$ cat config.mk
export PLATFORM = sky130hd
export DESIGN_NAME = base64_stream_encoder_unit
export DESIGN_NICKNAME = d
export VERILOG_FILES = /design/src/rtl/core/b64e_pkg.sv /design/src/rtl/core/b64e_front.sv /design/src/rtl/core/b64e_queue.sv /design/src/rtl/core/b64e_back.sv /design/src/rtl/core/base64_stream_encoder_unit.sv
export SDC_FILE = /design/constraint.sdc
export NUM_CORES = 1
export LEC_CHECK = 0
export BUFFER_PORTS_ARGS = -buffer_cell sky130_fd_sc_hd__buf_2
export CAP_MARGIN = 20
export CORE_ASPECT_RATIO = 1.75
export CORE_MARGIN = 3
export CORE_UTILIZATION = 47
export DETAILED_ROUTE_END_ITERATION = 10
export GPL_TIMING_DRIVEN = 0
export PLACE_DENSITY_LB_ADDON = 0.15
export REMOVE_ABC_BUFFERS = 1
export SETUP_SLACK_MARGIN = 0.2
export SLEW_MARGIN = 20
export SYNTH_ARGS = -nofsm -noshare
export SYNTH_HDL_FRONTEND = slang
export SYNTH_SLANG_ARGS = --single-unit
$ cat constraint.sdc
create_clock -name clk -period 4.51 [get_ports clk]
set_input_delay 0.2255 -clock clk [delete_from_list [all_inputs] [get_ports clk]]
set_output_delay 0.2255 -clock clk [all_outputs]
set_load 0.03 [all_outputs]
$ cat src/rtl/core/b64e_pkg.sv
// shared types and the character table of the base64 stream encoder
// no dependencies; imported by every module of the encoder
`default_nettype none

package b64e_pkg;

	localparam int unsigned QDEPTH = 2;
	localparam int unsigned QPTR_W = $clog2(QDEPTH);
	localparam int unsigned QCNT_W = $clog2(QDEPTH + 1);

	localparam logic [6:0] PAD_CHAR = 7'h3d;
	localparam logic [1:0] LAST_POS = 2'd3;

	// one group of up to three bytes handed from the front to the back
	typedef struct packed {
		logic [23:0] bits;   // first byte in the top bits, missing bytes zero
		logic [1:0]  nchr;   // index of the last real character (1..3)
		logic        final_grp;
	} b64e_group_t;

	function automatic logic [6:0] b64e_char(input logic [5:0] v);
		logic [6:0] c;
		c = '0;
		case (v) inside
			[6'd0 : 6'd25]:  c = 7'h41 + {1'b0, v};
			[6'd26 : 6'd51]: c = 7'h61 + {1'b0, v} - 7'd26;
			[6'd52 : 6'd61]: c = 7'h30 + {1'b0, v} - 7'd52;
			6'd62:           c = 7'h2b;
			default:         c = 7'h2f;
		endcase
		return c;
	endfunction

endpackage

`default_nettype wire

$ cat src/rtl/core/b64e_front.sv
// front end: gathers message bytes into groups of up to three and issues them
// depends on b64e_pkg
`default_nettype none

module b64e_front (
	input  wire                  clk,
	input  wire                  arst_n,
	input  wire                  in_valid,
	output logic                 in_ready,
	input  wire  [7:0]           in_byte,
	input  wire                  in_final,
	input  wire                  q_full,
	output logic                 q_push,
	output b64e_pkg::b64e_group_t q_group
);
	import b64e_pkg::*;

	logic [7:0] pend0_q, pend1_q;
	logic [1:0] count_q;
	logic [1:0] held;
	logic [1:0] n;
	logic       take;
	logic [7:0] g0, g1, g2;

	assign in_ready = !q_full;
	assign take     = in_valid && in_ready;

	always_comb begin
		held = (count_q >= 2'd2) ? 2'd2 : count_q;
		n    = held + 2'd1;
		g0   = (held > 2'd0) ? pend0_q : in_byte;
		g1   = (held > 2'd1) ? pend1_q : ((held == 2'd1) ? in_byte : 8'd0);
		g2   = (held == 2'd2) ? in_byte : 8'd0;
		q_group.bits      = {g0, g1, g2};
		q_group.nchr      = n;
		q_group.final_grp = in_final;
	end

	// group closes when it is full or the message ends
	assign q_push = take && (held == 2'd2 || in_final);

	always_ff @(posedge clk or negedge arst_n) begin
		if (!arst_n) begin
			pend0_q <= '0;
			pend1_q <= '0;
			count_q <= '0;
		end else if (take) begin
			if (q_push) begin
				pend0_q <= '0;
				pend1_q <= '0;
				count_q <= '0;
			end else begin
				if (held == 2'd0) pend0_q <= in_byte;
				else pend1_q <= in_byte;
				count_q <= n;
			end
		end
	end

endmodule

`default_nettype wire

$ cat src/rtl/core/b64e_queue.sv
// two-entry group queue between the front end and the character serializer
// depends on b64e_pkg
`default_nettype none

module b64e_queue (
	input  wire                   clk,
	input  wire                   arst_n,
	input  wire                   push,
	input  wire b64e_pkg::b64e_group_t wr_group,
	output logic                  full,
	input  wire                   pop,
	output logic                  not_empty,
	output b64e_pkg::b64e_group_t rd_group
);
	import b64e_pkg::*;

	b64e_group_t          mem_q [QDEPTH];
	logic [QPTR_W-1:0]    wr_ptr_q, rd_ptr_q;
	logic [QCNT_W-1:0]    count_q;

	assign full      = (count_q == QCNT_W'(QDEPTH));
	assign not_empty = (count_q != '0);
	assign rd_group  = mem_q[rd_ptr_q];

	always_ff @(posedge clk) begin
		if (push) mem_q[wr_ptr_q] <= wr_group;
	end

	always_ff @(posedge clk or negedge arst_n) begin
		if (!arst_n) begin
			wr_ptr_q <= '0;
			rd_ptr_q <= '0;
			count_q  <= '0;
		end else begin
			if (push) wr_ptr_q <= wr_ptr_q + QPTR_W'(1);
			if (pop) rd_ptr_q <= rd_ptr_q + QPTR_W'(1);
			case ({push, pop})
				2'b10:   count_q <= count_q + QCNT_W'(1);
				2'b01:   count_q <= count_q - QCNT_W'(1);
				default: count_q <= count_q;
			endcase
		end
	end

endmodule

`default_nettype wire

$ cat src/rtl/core/b64e_back.sv
// back end: turns each queued group into four characters, one per cycle while out_ready is high
// depends on b64e_pkg
`default_nettype none

module b64e_back (
	input  wire                   clk,
	input  wire                   arst_n,
	input  wire                   q_not_empty,
	input  wire b64e_pkg::b64e_group_t q_group,
	output logic                  q_pop,
	output logic                  out_valid,
	input  wire                   out_ready,
	output logic [6:0]            out_char,
	output logic                  out_last
);
	import b64e_pkg::*;

	logic [1:0] pos_q;
	logic       valid_q;
	logic [6:0] char_q;
	logic       last_q;
	logic       load;
	logic [5:0] sext;
	logic [6:0] next_char;

	// output register frees up when empty or being taken
	assign load  = q_not_empty && (!valid_q || out_ready);
	assign q_pop = load && (pos_q == LAST_POS);

	always_comb begin
		case (pos_q)
			2'd0:    sext = q_group.bits[23:18];
			2'd1:    sext = q_group.bits[17:12];
			2'd2:    sext = q_group.bits[11:6];
			default: sext = q_group.bits[5:0];
		endcase
		next_char = (pos_q > q_group.nchr) ? PAD_CHAR : b64e_char(sext);
	end

	always_ff @(posedge clk or negedge arst_n) begin
		if (!arst_n) begin
			pos_q   <= '0;
			valid_q <= 1'b0;
		end else begin
			if (load) pos_q <= pos_q + 2'd1;
			if (load) valid_q <= 1'b1;
			else if (out_ready) valid_q <= 1'b0;
		end
	end

	always_ff @(posedge clk) begin
		if (load) begin
			char_q <= next_char;
			last_q <= (pos_q == LAST_POS) && q_group.final_grp;
		end
	end

	assign out_valid = valid_q;
	assign out_char  = char_q;
	assign out_last  = last_q;

endmodule

`default_nettype wire

$ cat src/rtl/core/base64_stream_encoder_unit.sv
// base64 stream encoder top level: front end, group queue, serializer
// depends on b64e_pkg, b64e_front, b64e_queue, b64e_back
//
// usage:
//   slave side takes one message byte per transfer in s_tdata, s_tlast
//   marks the final byte of a message. master side gives one ascii
//   character per transfer in m_tdata[6:0], m_tlast marks the final
//   character of the encoded message.
//   every third byte, or a final byte, closes a group; each group yields
//   exactly four characters, missing bytes count as zero and the unused
//   character slots are '=' padding.
//   with the serializer idle, the group closed by a byte is first written
//   into the queue, then its first character is loaded into the output
//   register. the serializer gives one character per cycle while groups
//   are queued and m_tready is high; bytes that only fill a group are held.
//   a two-group queue sits between the front end and the serializer; the
//   front keeps taking bytes while the receiver stalls until that queue
//   fills, then s_tready drops. reset empties the queue, clears the held
//   bytes and drops m_tvalid.
`default_nettype none

module base64_stream_encoder_unit (
	input  wire        clk,
	input  wire        arst_n,
	input  wire        s_tvalid,
	output logic       s_tready,
	input  wire  [7:0] s_tdata,   // [7:0] data_byte
	input  wire        s_tlast,   // is_final
	output logic       m_tvalid,
	input  wire        m_tready,
	output logic [7:0] m_tdata,   // [6:0] out_char, [7] zero
	output logic       m_tlast    // is_last_char
);
	import b64e_pkg::*;

	b64e_group_t push_group, head_group;
	logic        q_push, q_full, q_pop, q_not_empty;
	logic [6:0]  out_char;

	b64e_front u_front (
		.clk      (clk),
		.arst_n   (arst_n),
		.in_valid (s_tvalid),
		.in_ready (s_tready),
		.in_byte  (s_tdata),
		.in_final (s_tlast),
		.q_full   (q_full),
		.q_push   (q_push),
		.q_group  (push_group)
	);

	b64e_queue u_queue (
		.clk       (clk),
		.arst_n    (arst_n),
		.push      (q_push),
		.wr_group  (push_group),
		.full      (q_full),
		.pop       (q_pop),
		.not_empty (q_not_empty),
		.rd_group  (head_group)
	);

	b64e_back u_back (
		.clk         (clk),
		.arst_n      (arst_n),
		.q_not_empty (q_not_empty),
		.q_group     (head_group),
		.q_pop       (q_pop),
		.out_valid   (m_tvalid),
		.out_ready   (m_tready),
		.out_char    (out_char),
		.out_last    (m_tlast)
	);

	assign m_tdata = {1'b0, out_char};

endmodule

`default_nettype wire

After elaboration in Yosys (flattened, before gate mapping)
Memories as Yosys holds them, arrays and structs flattened.
Index checks and enable logic that the tools add are counted.

word-level totals
  output and inout bits = 11
  bits in read-only memories = 0
  input bits = 13
  memories kept = 1
  memory bits (writable) = 54
  register bits = 33
  bits in latches = 0

operators by class
  equality and inequality tests = 10
  multipliers = 0
  reductions and logical operators = 20
  mux-type cells = 20
  order comparisons = 10
  divide/modulo/power cells = 0
  bitwise logic cells = 0
  add/sub/neg operators = 11
  shift operators = 0

memories
  name           words  bits a word  rd ports  clocked after memory_dff  write ports  RTL line          text
  u_queue.mem_q  2      27           1         0                         1            b64e_queue.sv:17  b64e_group_t mem_q [QDEPTH];

operators by type and width
  kind                 count
  $mux 8               8
  $mux 7               3
  $pmux 6 s3           1
  $add 7x6->7 const A  2
  $le 6x6->1 const B   2
  $eq 2x2->1 const B   5
  $logic_and 1x1->1    8
  $reduce_bool 2->1    4
  $add 6x6->7 const A  1
  $sub 7x5->7 const B  1
  $sub 7x6->7 const B  1
  $add 2x1->2 const B  3
  $eq 2x1->1 const B   3
  $eq 6x6->1 const B   1
  $ge 6x1->1 const B   1
  $ge 6x5->1 const B   1
  $ge 6x6->1 const B   1
  $le 6x5->1 const B   1
  $gt 2x1->1 const B   2
  $logic_not 2->1      2
  $mux 1               4
  $mux 2               2
  $pmux 2 s2           1
  $reduce_and 2->1     2
  8 further kinds      11

Logic depth before layout (Yosys ltp)
  depth in word-level cells = 7
  gate-level depth with buffers = 13
  mapped depth without buffers = 12

By module
Synthesis repeated with hierarchy kept, for this count alone.

unflattened totals
  cells, all modules = 343
  area total of the unflattened synthesis = 4530.6 µm²

modules (own cells, without submodules)
  module                      area an instance (µm²)  cells each  seq. area each (µm²)  instances
  b64e_queue                  2234.6                  100         1721.7                1
  b64e_front                  1191.1                  125         450.4                 1
  b64e_back                   1093.5                  116         315.3                 1
  base64_stream_encoder_unit  11.3                    2           0.0                   1

Worst setup path after synthesis
No wires, ideal clock.

  path kind = register to register
  start = register u_back.pos_q[1]
  end = register u_back.char_q[3] (netlist: u_back.out_char[3]) (data pin)
  required time = 4244 ps
  setup time = 266 ps
  path buffers = 1
  period minus slack after synthesis = 3116 ps
  path slack = 1394 ps
  cell stages (with the launch flop) = 14
  arrival = 2850 ps
  path through = dfrtp_1 inv_1 ha_1 clkbuf_1 a222oi_1 o21ai_0 a21oi_1 inv_1 ha_1 nor2_1 nor2_2 o21ai_1 o21ai_0 nand4b_1

between the ends
  word-level cells in the longest chain between the ends = 7

RTL lines
  element                                           RTL line                         text
  start, declared                                   b64e_back.sv:18                  logic [1:0] pos_q;
  start signal, assigned                            b64e_back.sv:45                  if (load) pos_q <= pos_q + 2'd1;
  $eq 2x2->1, or another cell as far along          b64e_back.sv:31                  case (pos_q)
  $pmux 6 s3                                        b64e_back.sv:31
  $add 6x6->7, or another cell as far along         b64e_pkg.sv:27                   [6'd52 : 6'd61]: c = 7'h30 + {1'b0, v} - 7'd52;
  $sub 7x6->7 or $logic_and 1x1->1 (tied branches)  b64e_pkg.sv:27, b64e_back.sv:37
  $mux 7 (3 in series)                              b64e_pkg.sv:24                   case (v) inside
  end signal, assigned                              b64e_back.sv:53                  char_q <= next_char;
  end, declared                                     b64e_back.sv:20                  logic [6:0] char_q;

Several ways; a longest one is shown, not always the timed one.
A chain may end at the register's enable or synchronous reset.

Worst setup path in the final report
Same ends and word-level chain as after synthesis.

==> impl_metrics.ini <==
[logic_synthesis]
async_flop_share = 0.287
ys_top_cells_by_count = 62 x edfxtp_1, 38 x nand2_1, 25 x dfrtp_1
ys_seq_area_frac = 0.607
synth-edff-count = 62
ys_warn_count = 0
yosysUniqueCellTypes = 48
syn_avg_cell_area_um2 = 12.8
synth-main-ff-cell = edfxtp_1
netlist_instances = 321
post-synth-top-count-cell = edfxtp_1
synth_area_um2 = 4100
ys_ff_latch = 87
synth_top_area_frac = 0.454
synth_area_leader_cell = edfxtp_1
synth_area_leaders = edfxtp_1 45%, dfrtp_1 15%, ha_1 4.3%

[timing]
setup_tns_ps = 0
hold_viol = 0
drv_slew = 0
finalCritPeriodShare = 0.851
fin_crit_ps = 3840
clock_skew_ps = 6.25
fmax_mhz = 261
tightestPinTransition_ps = 975
setup_viol = 0
grt_setup_unrepaired = no
slew_headroom = 0.346

[route]
wire_per_inst_um = 17.1
dr.pass1.iters = 4
drt_iter0_markers = 97
ant_nets = 0
routed_via_density = 5.44
num_vias = 2531
drc = 0
wl_mm = 7.96

[clock_network]
h-tree-depth = 3
cts_resized = 0
clock_latency_ps = 330
numCtsBuffers = 9
cts_tree = built
cts_sinks = 87
clk_pin_slew_ps = 60
cts_setup_buffers = 0
hold_buffers = 1
cts_max_path_buffers = 2
cts_root_buf = clkbuf_16

[floorplan]
fp.dieArea_um2 = 9920
io_pins = 24
initial_utilization = 0.487
core-area_um2 = 8420
die_y_um = 130
dieWidth_um = 76.6
rows = 44

[cells_and_area]
syn2layout_area_growth_pct = 14.6
drive_above_1_share = 0.194
fin_nets = 372
n_antenna_cell = 0

[global_routing]
grt_usage = 0.172
first_global_vias = 2629
antenna_found_initial = 0
grt_start_max_net_pins = 26
grt_pass1_wl_mm = 12.9
grt_overflow = 0

[critical_path]
worstPathRequired_ps = 4590
cp_slowest_stage_delay_ps = 510
setup.worst_path.class = reg -> reg
path_delay_family = compound AO/OA/AOI/OAI gates
slowest_stage = o21ai_1
crit_buf_inv = 2
cp-end-kind = flop
crit_fanout = 10
cp_cell_sequence = inv_1 > ha_1 > a222oi_1 > o21ai_0 > a21oi_1 > inv_1 > ha_1 > nor2_1 > nor2_2 > o21ai_1 > o21ai_0 > nand4b_1
cp.arrival_ps = 3910
rrSetupSlack_ps = 670
crit_path_start_kind = flop

[run]
max-cap-violations = 0

[status]
outcome = completed

[min_path]
hp-class = in -> reg

[placement]
place_hpwl_mm = 5.77
routabilityCongestion = 0.889
port_buffers = 22
## routing by layer
metal	wire (um)	global-route usage
met1	3200	0.174
met2	4370	0.325
met3	240	0.0327
met4	153	0.107
met5	0	0
## through the flow
| stage | utilization | setup WS [ps] | hold WS, ps | instances | area (um^2) |
|---|---|---|---|---|---|
| floorplan | - | 1460 | -70.1 | 308 | 4030 |
| global placement | 0.509 | 603 | 258 | 445 | 4290 |
| detailed placement | 0.519 | 675 | 262 | 448 | 4370 |
| CTS | 0.557 | 640 | 78.8 | 465 | 4690 |
| global route | 0.558 | 340 | 81.3 | 465 | 4700 |
| finish | 0.558 | 673 | 97.1 | 465 | 4700 |
## flip-flops by register name, summed over array words and instances, names as in the netlist, 2 cells and up
name / flops
u_back.out_char: 7
u_back.pos_q: 2
u_front.count_q: 2
u_front.pend1_q: 8
u_queue.mem_q: 54
u_front.pend0_q: 8
u_queue.count_q: 2
## cells in the final DEF (no fill, tap or decap), types with 3 or more instances in the layout
master	synthesis	final
o21ai_0	23	22
o211ai_1	3	3
nor2_1	12	10
nand3_1	12	12
dfrtp_1	25	25
mux2i_1	8	8
nand2b_1	3	3
ha_1	14	14
a22o_1	10	10
inv_1	10	10
mux2_2	13	13
a21oi_1	9	8
edfxtp_1	62	62
buf_2	1	22
nor2b_1	6	6
clkbuf_16	0	10
a22oi_1	6	6
xnor2_1	8	8
nand2_1	38	38
and2_1	11	11
## final timing paths
check | startpoint | endpoint | depth (start not counted)
min in group asynchronous | arst_n | u_front.pend0_q[4] | 2
hold reg to reg | u_front.pend0_q[6] | u_front.pend0_q[6] | 2
hold / removal | m_tready | u_back.out_valid | 2
max in group asynchronous | arst_n | u_front.pend1_q[3] | 2
setup reg to reg | u_back.pos_q[1] | u_back.out_char[3] | 12
setup / recovery | u_back.pos_q[1] | u_back.out_char[3] | 12
## worst reg2reg max path, stage by stage (launching register included)
cell      delay, ps
dfrtp_1         470
inv_1           120
ha_1            340
a222oi_1        370
o21ai_0         110
a21oi_1         420
inv_1           210
ha_1            240
nor2_1          320
nor2_2          110
o21ai_1         510
o21ai_0         160
nand4b_1        210
## logic make-up (layout without fill, tap and decap cells)
kind of cell / count (synthesis) / in the layout / synth area share
xor+xnor: 10 / 10 / 0.0214
other cells: 1 / 1 / 0.000915
compound gates: 73 / 73 / 0.136
mux: 24 / 24 / 0.0644
flops: 87 / 87 / 0.607
buf+inv: 23 / 52 / 0.0259
simple gates: 89 / 89 / 0.102
fa+ha+maj: 14 / 14 / 0.0427
## cell type report
type                    instances  area (um^2)
fillers                       708         3720
repair buffers                 26          186
inverters                      10         37.5
flip-flops and latches         87         2490
multi-input cells             211         1530
clock inverters                 3         38.8
well taps                     115          144
clock buffers                  13          272
Power is left out: the tool's default activity adds up to more than one toggle a clock period on the data nets, which glitch-free logic cannot reach.
